[config.mk]
export PLATFORM = sky130hd
export DESIGN_NAME = integer_square_root_unit
export DESIGN_NICKNAME = d
export VERILOG_FILES = /design/src/sv/isr_pkg.sv /design/src/sv/isr_cell.sv /design/src/sv/integer_square_root_unit.sv
export SDC_FILE = /design/constraint.sdc
export NUM_CORES = 1
export LEC_CHECK = 0
export BUFFER_PORTS_ARGS = -buffer_cell sky130_fd_sc_hd__clkbuf_2
export CORE_ASPECT_RATIO = 0.9
export CORE_MARGIN = 3
export CORE_UTILIZATION = 59
export DETAILED_ROUTE_END_ITERATION = 6
export PLACE_DENSITY_LB_ADDON = 0.2
export SETUP_SLACK_MARGIN = 0.3
export SLEW_MARGIN = 20
export SYNTH_ARGS = -nofsm -noshare
export SYNTH_HDL_FRONTEND = slang
export SYNTH_SLANG_ARGS = --single-unit
[constraint.sdc]
create_clock -name clk -period 11.6 [get_ports clk]
set_input_delay 1.74 -clock clk [delete_from_list [all_inputs] [get_ports clk]]
set_output_delay 1.74 -clock clk [all_outputs]
set_load 0.01 [all_outputs]
[src/sv/isr_pkg.sv]
// Shared constants for the integer square root unit.
package isr_pkg;

  // Default radicand width and the fixed width of the root field.
  localparam int unsigned RADICAND_BITS_DEF = 32;
  localparam int unsigned ROOT_BITS         = 16;

  // Exponent of the first trial bit: highest even power below the sign bit.
  function automatic int unsigned top_exp(input int unsigned rad_bits);
    return ((rad_bits - 2) / 2) * 2;
  endfunction

  // Number of cells in the chain, one root bit per cell.
  function automatic int unsigned cell_count(input int unsigned rad_bits);
    return top_exp(rad_bits) / 2 + 1;
  endfunction

endpackage

[src/sv/isr_cell.sv]
// One bit-pair restoring step of the square root chain, with its stage register.
module isr_cell #(
  parameter int unsigned WIDTH     = 31,
  parameter int unsigned TRIAL_EXP = 30
) (
  input  logic             clk,
  input  logic             rst,
  input  logic             load,
  input  logic             in_valid,
  input  logic [WIDTH-1:0] in_rem,
  input  logic [WIDTH-1:0] in_root,
  output logic             valid,
  output logic [WIDTH-1:0] rem,
  output logic [WIDTH-1:0] root
);

  localparam logic [WIDTH-1:0] TRIAL = {{(WIDTH-1){1'b0}}, 1'b1} << TRIAL_EXP;

  logic [WIDTH:0]   sum;
  logic             take;
  logic [WIDTH-1:0] rem_next;
  logic [WIDTH-1:0] root_next;

  always_comb begin
    sum       = {1'b0, in_root} + {1'b0, TRIAL};
    take      = {1'b0, in_rem} >= sum;
    rem_next  = take ? (in_rem - sum[WIDTH-1:0]) : in_rem;
    root_next = take ? ((in_root >> 1) + TRIAL) : (in_root >> 1);
  end

  always_ff @(posedge clk) begin
    if (rst) begin
      valid <= 1'b0;
    end else if (load) begin
      valid <= in_valid;
    end
  end

  // payload, no reset needed
  always_ff @(posedge clk) begin
    if (load) begin
      rem  <= rem_next;
      root <= root_next;
    end
  end

endmodule

[src/sv/integer_square_root_unit.sv]
// Top level of the integer square root unit: stream ports and the chain of cells.
//
// Integer square root, floor(sqrt(radicand)), by the bit-pair restoring method. A signed
// radicand enters on the s_axis channel; zero and negative values give a root of zero. The
// work runs down a chain of RADICAND_BITS/2 cells (16 for a 32-bit radicand), one root bit
// per cell, and each cell registers its partial remainder and root. The length of the chain
// sets the latency. The chain holds one item per cell, so a new transaction can be taken
// each cycle unless every cell is occupied and m_axis is stalled, and items stay in order.
// Stages advance independently: a stall on m_axis fills bubbles first, and s_axis_tready
// drops only once every cell is occupied. The last cell is the output register. For
// radicands wider than 32 bits only the low 16 root bits are returned.
module integer_square_root_unit
  import isr_pkg::*;
#(
  parameter int unsigned RADICAND_BITS = RADICAND_BITS_DEF
) (
  input  logic                                clk,
  input  logic                                rst,
  input  logic                                s_axis_tvalid,
  output logic                                s_axis_tready,
  input  logic [((RADICAND_BITS+7)/8)*8-1:0]  s_axis_tdata,  // [RADICAND_BITS-1:0] radicand
  output logic                                m_axis_tvalid,
  input  logic                                m_axis_tready,
  output logic [ROOT_BITS-1:0]                m_axis_tdata   // [15:0] root
);

  localparam int unsigned W     = RADICAND_BITS - 1;  // radicand magnitude width
  localparam int unsigned TOP   = top_exp(RADICAND_BITS);
  localparam int unsigned CELLS = cell_count(RADICAND_BITS);

  // Chain taps: index 0 is the input, index k+1 is cell k's register.
  logic         v_c    [CELLS+1];
  logic [W-1:0] rem_c  [CELLS+1];
  logic [W-1:0] root_c [CELLS+1];
  logic         load_c [CELLS+1];

  logic [RADICAND_BITS-1:0] radicand;

  assign radicand = s_axis_tdata[RADICAND_BITS-1:0];

  // Negative radicands enter as zero, which yields a zero root.
  assign v_c[0]    = s_axis_tvalid;
  assign rem_c[0]  = radicand[RADICAND_BITS-1] ? '0 : radicand[W-1:0];
  assign root_c[0] = '0;

  // A cell loads when it is empty or its contents move on this cycle.
  assign load_c[CELLS] = m_axis_tready;

  for (genvar k = CELLS; k > 0; k--) begin : g_ready
    assign load_c[k-1] = !v_c[k] || load_c[k];
  end

  assign s_axis_tready = load_c[0];

  for (genvar k = 0; k < CELLS; k++) begin : g_cell
    isr_cell #(
      .WIDTH     (W),
      .TRIAL_EXP (TOP - 2 * k)
    ) u_cell (
      .clk      (clk),
      .rst      (rst),
      .load     (load_c[k]),
      .in_valid (v_c[k]),
      .in_rem   (rem_c[k]),
      .in_root  (root_c[k]),
      .valid    (v_c[k+1]),
      .rem      (rem_c[k+1]),
      .root     (root_c[k+1])
    );
  end

  assign m_axis_tvalid = v_c[CELLS];
  assign m_axis_tdata  = ROOT_BITS'(root_c[CELLS]);

`ifndef SYNTHESIS
  // Final remainder is radicand - root^2, which stays at or below 2*root.
  a_rem_bound: assert property (@(posedge clk) disable iff (rst)
    m_axis_tvalid |-> ({1'b0, rem_c[CELLS]} <= {root_c[CELLS], 1'b0}))
    else $error("square root remainder out of range");

  // An empty first cell always takes a transaction.
  a_head_ready: assert property (@(posedge clk) disable iff (rst)
    !v_c[1] |-> s_axis_tready)
    else $error("chain head empty but input stalled");

  // The output cell holds its result while stalled.
  a_out_hold: assert property (@(posedge clk) disable iff (rst)
    m_axis_tvalid && !m_axis_tready |=> m_axis_tvalid && $stable(m_axis_tdata))
    else $error("stalled result lost or changed");

  // Reset empties the chain.
  a_reset_empty: assert property (@(posedge clk)
    rst |=> !m_axis_tvalid && !v_c[1])
    else $error("chain not empty after reset");
`endif

endmodule
After elaboration in Yosys (flattened, before gate mapping). Index checks and enable logic that the tools add are counted. Widths: inputs -> output; s select.

Flip-flop bits (word level): 962. Input bits: 36. Output and inout port bits: 18. Word-level logic and storage cells: 186.

Add/sub/neg operators: 45. $lt $le $gt $ge: 16. Multiplexer cells: 32. Reductions and logical operators: 32.

Operators with widths (number): $mux 31 (17); $ge 31x32->1 (15); $sub 31x31->31 (14); $mux 30 (14); $add 31x1->32 const B (1); $add 31x11->32 const B (1); $add 31x13->32 const B (1); $add 31x15->32 const B (1); $add 31x17->32 const B (1); $add 31x19->32 const B (1); $add 31x21->32 const B (1); $add 31x23->32 const B (1); $add 31x25->32 const B (1); $add 31x27->32 const B (1); $add 31x29->32 const B (1); $add 31x3->32 const B (1); $add 31x5->32 const B (1); $add 31x7->32 const B (1); $add 31x9->32 const B (1); $add 30x11->31 const B (1); $add 30x13->31 const B (1); $add 30x15->31 const B (1); $add 30x17->31 const B (1); $add 30x19->31 const B (1); 15 further kinds (45).

Depth between registers and ports, before layout.
Depth in word-level cells: 17. Depth in mapped cells: 12. Gate-level depth less buffers: 10.

Cells and area by module. A second synthesis with hierarchy kept.

Cells, all modules: 7580. Area, all modules: 73431.7 um^2.

Modules (own cells, without submodules): isr_cell (g_cell[15].u_cell) (instances 1, cells an instance 555, area each 5066.1 um^2, seq. area each 1881.8 um^2); isr_cell (g_cell[13].u_cell) (instances 1, cells an instance 511, area each 4909.7 um^2, seq. area each 1881.8 um^2); isr_cell (g_cell[12].u_cell) (instances 1, cells an instance 500, area each 4899.7 um^2, seq. area each 1881.8 um^2); isr_cell (g_cell[14].u_cell) (instances 1, cells an instance 533, area each 4897.2 um^2, seq. area each 1881.8 um^2); isr_cell (g_cell[10].u_cell) (instances 1, cells an instance 511, area each 4875.9 um^2, seq. area each 1881.8 um^2); isr_cell (g_cell[11].u_cell) (instances 1, cells an instance 510, area each 4859.7 um^2, seq. area each 1881.8 um^2); isr_cell (g_cell[9].u_cell) (instances 1, cells an instance 498, area each 4655.7 um^2, seq. area each 1881.8 um^2); isr_cell (g_cell[8].u_cell) (instances 1, cells an instance 479, area each 4536.9 um^2, seq. area each 1881.8 um^2); isr_cell (g_cell[6].u_cell) (instances 1, cells an instance 461, area each 4481.8 um^2, seq. area each 1881.8 um^2); isr_cell (g_cell[7].u_cell) (instances 1, cells an instance 413, area each 4418.0 um^2, seq. area each 1881.8 um^2); isr_cell (g_cell[5].u_cell) (instances 1, cells an instance 445, area each 4331.7 um^2, seq. area each 1881.8 um^2); isr_cell (g_cell[3].u_cell) (instances 1, cells an instance 427, area each 4305.4 um^2, seq. area each 1881.8 um^2); isr_cell (g_cell[2].u_cell) (instances 1, cells an instance 443, area each 4295.4 um^2, seq. area each 1881.8 um^2); isr_cell (g_cell[4].u_cell) (instances 1, cells an instance 437, area each 4254.1 um^2, seq. area each 1881.8 um^2); +3 rows.

Worst setup path after synthesis. OpenSTA, ideal clock, no wires.

Path kind: input -> output. From: input port m_axis_tready. To: output port s_axis_tready. Arrival time: 5.955 ns. Data required time: 9.860 ns. Setup slack: 3.905 ns. Stages on the path: 9. Path buffers: 0. Cells stage by stage: nor2b_1 > inv_1 > nor3_1 > and4_1 > nand2_1 > nor2_1 > inv_1 > nor2_1 > nand3_1.

Word-level cells in the longest chain between the ends: 16.

Ends and longest elaborated chain: start, declared (RTL line integer_square_root_unit.sv:23) `input logic m_axis_tready,`; $logic_or 1x1->1 (RTL line integer_square_root_unit.sv:50) `assign load_c[k-1] = !v_c[k] || load_c[k];`; named net g_cell[15].u_cell.load (RTL line isr_cell.sv:8) `input logic load,`; $logic_or 1x1->1 (9 in a row) (RTL line integer_square_root_unit.sv:50); named net g_cell[6].u_cell.load (RTL line isr_cell.sv:8); $logic_or 1x1->1 (RTL line integer_square_root_unit.sv:50); named net g_cell[5].u_cell.load (RTL line isr_cell.sv:8); $logic_or 1x1->1 (5 in a row) (RTL line integer_square_root_unit.sv:50); end, declared (RTL line integer_square_root_unit.sv:20) `output logic s_axis_tready,`.

The timed path passes the listed nets, and every way through them passes these cells.

Worst setup path in the final report. Ends and elaborated chain as after synthesis.

==> Implementation_results.wiki <==
{| class="wikitable"
! Metric !! Value
|-
| Final weighted congestion in routability-driven placement || a little under 0.9
|-
| Synthesized netlist cell count || 2242
|-
| Total Nets Final || 2525
|-
| Share of the cycle needed by the critical path after routing || ~64%
|-
| Pin count of the biggest net entering global routing || 47
|-
| Clock buffer depth || 3
|-
| Final setup TNS || 0 ns
|-
| Maximum VDD drop || 0.000144 V
|-
| Highest clock rate || between 0.1 and 0.15 GHz
|-
| Startpoint Class || primary input
|-
| Number of different library cells in the post-synthesis netlist || a little under 80
|-
| Final Core Density || 66.4%
|-
| Post-DP Area || ~0.030 mm2
|-
| Kind of end point of the critical path || output port
|-
| I/O pin cnt || 54
|-
| Total leakage power || around 13 nW
|-
| Mean post-synth cell area || around 13 um2
|-
| Cell Count, Final, Fillers Out || between 3000 and 4000
|-
| Worst Clk Skew || between 0.05 and 0.06 ns
|-
| Setup slack of the critical path after layout || roughly 4.2 ns
|-
| All-layer global routing usage || roughly a fifth
|-
| Cell Rows || 76
|-
| Number of antenna repair diodes || 0
|-
| Setup repair after global routing missed its margin || no
|-
| Proportion of layout cells with a drive suffix above 1 || 8.92%
|-
| Clock sink count || about 620
|-
| Req. time, crit path || 9.86 ns
|-
| Total CTS buffers || between 60 and 70
|-
| Worst setup path category || primary input to output port
|-
| Per-cell via count in the routed design || about 5.8
|-
| EDFF count, synth || between 600 and 700
|-
| Area of the mapped netlist || approximately 0.029 mm2
|-
| Core outline area || about 0.048 mm2
|-
| Fraction of the yosys area taken by sequential cells || between 60% and 70%
|-
| Iteration count of the initial detailed-routing pass || 5
|-
| Most used flip-flop cell after synthesis || sky130_fd_sc_hd__edfxtp_1
|-
| Placed cells || a little under 3000
|-
| Reg clk slew, reported paths || 0.06 ns
|-
| Fraction of registers with async set or reset after synthesis || 0%
|-
| Maximum net fanout on the critical path || 40
|-
| Detailed-route wire length || between 50 and 60 mm
|-
| Hold buffer count at CTS || 0
|-
| Nets in the synthesized netlist || around 2400
|-
| Antenna violation net count after detailed routing || 0
|-
| Post-place setup slack || between 4 and 5 ns
|-
| Count of port buffers added during placement || 53
|-
| Run status || completed
|-
| Areal power density over the cells || roughly 240 mW/mm2
|-
| FF/Latch Area || roughly 0.018 mm2
|-
| Overall power of the completed layout || roughly 7.6 mW
|-
| Final Max Slew Viols || 0
|-
| Horiz. Die Dim || roughly 240 um
|-
| Count of vias placed by the detailed router || around 18000
|-
| Slew at the pin closest to its max-slew limit || ~1 ns
|-
| Tightest Hold Check Type || flip-flop to flip-flop
|-
| CTS H-tree lvls || 2
|-
| Global-route wire length before repair || roughly 90 mm
|-
| Worst-case headroom to the max-slew limit || a little under a third
|-
| Area growth, synth to finish || 10.9%
|-
| DIE HEIGHT || between 200 and 250 um
|-
| Postcts setup bufs || 0
|-
| Yosys reg bits || roughly 620
|-
| Critical path data arrival time || about 5.7 ns
|-
| Residual DRC || 0
|-
| Total area of multi-input combinational cells || between 0.009 and 0.01 mm2
|-
| Die Outline Area || between 0.05 and 0.06 mm2
|-
| Final hold slack || 0.444 ns
|-
| Detailed-route wire length per cell || around 18 um
|-
| Number of warnings printed during yosys synthesis || 0
|-
| Sum of overflow across all layers after global routing || 0
|-
| Starting density of the core || ~60%
|-
| Initial DRC Count || about 1500
|-
| Final Hold Violating Endpoints || 0
|-
| Post-route cell area || ~0.032 mm2
|-
| Clock latency on the worst-skew pair || between 0.6 and 0.7 ns
|-
| Number of fill cells in the layout || approximately 3400
|-
| Root Driver || sky130_fd_sc_hd__clkbuf_16
|-
| Reported max-cap violation count || 0
|-
| Antenna violations before repair || 0
|-
| Number of global-route vias before repair || ~17000
|-
| Min Tclk post-route || ~7.4 ns
|-
| Final setup vio count || 0
|-
| CTS tree || yes
|-
| HPWL after DPL || roughly 40 mm
|-
| CTS-repair resized insts || 0
|}
## flip-flops by register name, indices dropped and copies added, names as in the netlist
name and cells:
g_cell.u_cell.rem 465, g_cell.u_cell.root 136, g_cell.u_cell.valid 16
## routing by layer
layer,GRT usage [%],share of wire (%)
met1,26.9,42
met2,37.4,51
met3,3.73,4.6
met4,6.31,2.8
met5,0,0
## synthesized netlist by cell type (7+ instances only)
cell type	count	area, um2
sky130_fd_sc_hd__a21boi_0	8	60.1
sky130_fd_sc_hd__nor4_1	70	438
sky130_fd_sc_hd__mux2i_1	11	110
sky130_fd_sc_hd__xor2_1	91	797
sky130_fd_sc_hd__edfxtp_1	601	18000
sky130_fd_sc_hd__mux2_2	21	236
sky130_fd_sc_hd__xnor2_1	77	674
sky130_fd_sc_hd__o21bai_1	9	67.6
sky130_fd_sc_hd__o211ai_1	8	60.1
sky130_fd_sc_hd__nand3b_1	9	67.6
sky130_fd_sc_hd__a211oi_1	11	82.6
sky130_fd_sc_hd__inv_1	196	736
sky130_fd_sc_hd__ha_1	148	1850
sky130_fd_sc_hd__nor3_1	63	315
sky130_fd_sc_hd__a31oi_1	7	43.8
sky130_fd_sc_hd__a21oi_1	108	541
sky130_fd_sc_hd__clkbuf_1	29	109
sky130_fd_sc_hd__o21a_1	35	263
sky130_fd_sc_hd__or3_1	19	119
sky130_fd_sc_hd__nor4b_1	13	114
sky130_fd_sc_hd__o21ai_0	123	616
sky130_fd_sc_hd__or4_1	12	90.1
sky130_fd_sc_hd__nand4b_1	8	70.1
sky130_fd_sc_hd__nand2b_1	31	194
sky130_fd_sc_hd__nand2_1	146	548
sky130_fd_sc_hd__nand4_1	26	163
sky130_fd_sc_hd__dfxtp_1	16	320
sky130_fd_sc_hd__nor2b_1	49	307
sky130_fd_sc_hd__nor2_1	129	484
sky130_fd_sc_hd__nand3_1	29	145
sky130_fd_sc_hd__o31ai_1	15	113
sky130_fd_sc_hd__a21o_1	21	158
sky130_fd_sc_hd__or2_2	10	62.6
## final cells by class
cell class | instances | share of cell area [%]
tap | 624 | 2.44
sequential | 617 | 57.4
inverter | 197 | 2.31
clock inverter | 36 | 1.52
timing repair buffer | 69 | 1.22
multi-input combinational | 1394 | 30.1
clock buffer | 75 | 4.94
## critical path: stages
cell and delay [ns]:
sky130_fd_sc_hd__clkbuf_2 0.08, sky130_fd_sc_hd__nor2b_1 0.35, sky130_fd_sc_hd__inv_1 0.47, sky130_fd_sc_hd__nor3_1 0.75, sky130_fd_sc_hd__and4_1 0.33, sky130_fd_sc_hd__nand2_1 0.08
sky130_fd_sc_hd__buf_4 0.27, sky130_fd_sc_hd__nor2_1 0.32, sky130_fd_sc_hd__inv_1 0.08, sky130_fd_sc_hd__buf_4 0.28, sky130_fd_sc_hd__nor2_1 0.35, sky130_fd_sc_hd__nand3_1 0.12
sky130_fd_sc_hd__buf_4 0.27, sky130_fd_sc_hd__clkbuf_2 0.19
## cells in the final DEF, fill, tap and decap left out, types with 11 or more instances in the layout
cell type,n
sky130_fd_sc_hd__nor3_1,62
sky130_fd_sc_hd__a21oi_1,108
sky130_fd_sc_hd__o31ai_1,15
sky130_fd_sc_hd__nor4b_1,11
sky130_fd_sc_hd__nor4_1,70
sky130_fd_sc_hd__clkbuf_2,53
sky130_fd_sc_hd__inv_1,195
sky130_fd_sc_hd__mux2_2,21
sky130_fd_sc_hd__nand2_1,144
sky130_fd_sc_hd__or3_1,19
sky130_fd_sc_hd__nor2b_1,49
sky130_fd_sc_hd__nand4_1,26
sky130_fd_sc_hd__xnor2_1,77
sky130_fd_sc_hd__xor2_1,91
sky130_fd_sc_hd__o21ai_0,122
sky130_fd_sc_hd__buf_4,15
sky130_fd_sc_hd__edfxtp_1,601
sky130_fd_sc_hd__a21o_1,21
sky130_fd_sc_hd__clkinv_2,12
sky130_fd_sc_hd__or4_1,12
sky130_fd_sc_hd__o21a_1,35
sky130_fd_sc_hd__mux2i_1,11
sky130_fd_sc_hd__dfxtp_1,16
sky130_fd_sc_hd__clkbuf_16,61
sky130_fd_sc_hd__nand3_1,28
sky130_fd_sc_hd__ha_1,148
sky130_fd_sc_hd__nor2_1,127
sky130_fd_sc_hd__a211oi_1,11
sky130_fd_sc_hd__clkbuf_1,14
sky130_fd_sc_hd__nand2b_1,31
## power by group
part / total [mW] / internal [mW] / switching [mW]
registers: 3.51 / 3.14 / 0.367
logic: 2.05 / 0.917 / 1.14
clock network: 2.01 / 1.19 / 0.818
total: 7.57 / 5.25 / 2.32
## cells by family after synthesis
family / share of synthesized area [%]
and+or+nand+nor: 11.7
DFF: 63.7
AOI/OAI and AO/OA: 8.58
buffers and inverters: 3.05
xor gates and xnor gates: 5.10
adders and majority gates: 6.49
muxes: 1.31
other: 0.0130
## final timing paths
check / startpoint / to / slack [ns] / cells after the start
setup reg to reg: g_cell[15].u_cell.valid / g_cell[2].u_cell.rem[6] / 7.22 / 11
hold reg to reg: g_cell[9].u_cell.root[13] / g_cell[10].u_cell.root[12] / 0.44 / 0
hold / removal: g_cell[9].u_cell.root[13] / g_cell[10].u_cell.root[12] / 0.44 / 0
setup / recovery: m_axis_tready / s_axis_tready / 4.15 / 14
Power figures use the tool's default switching activity.
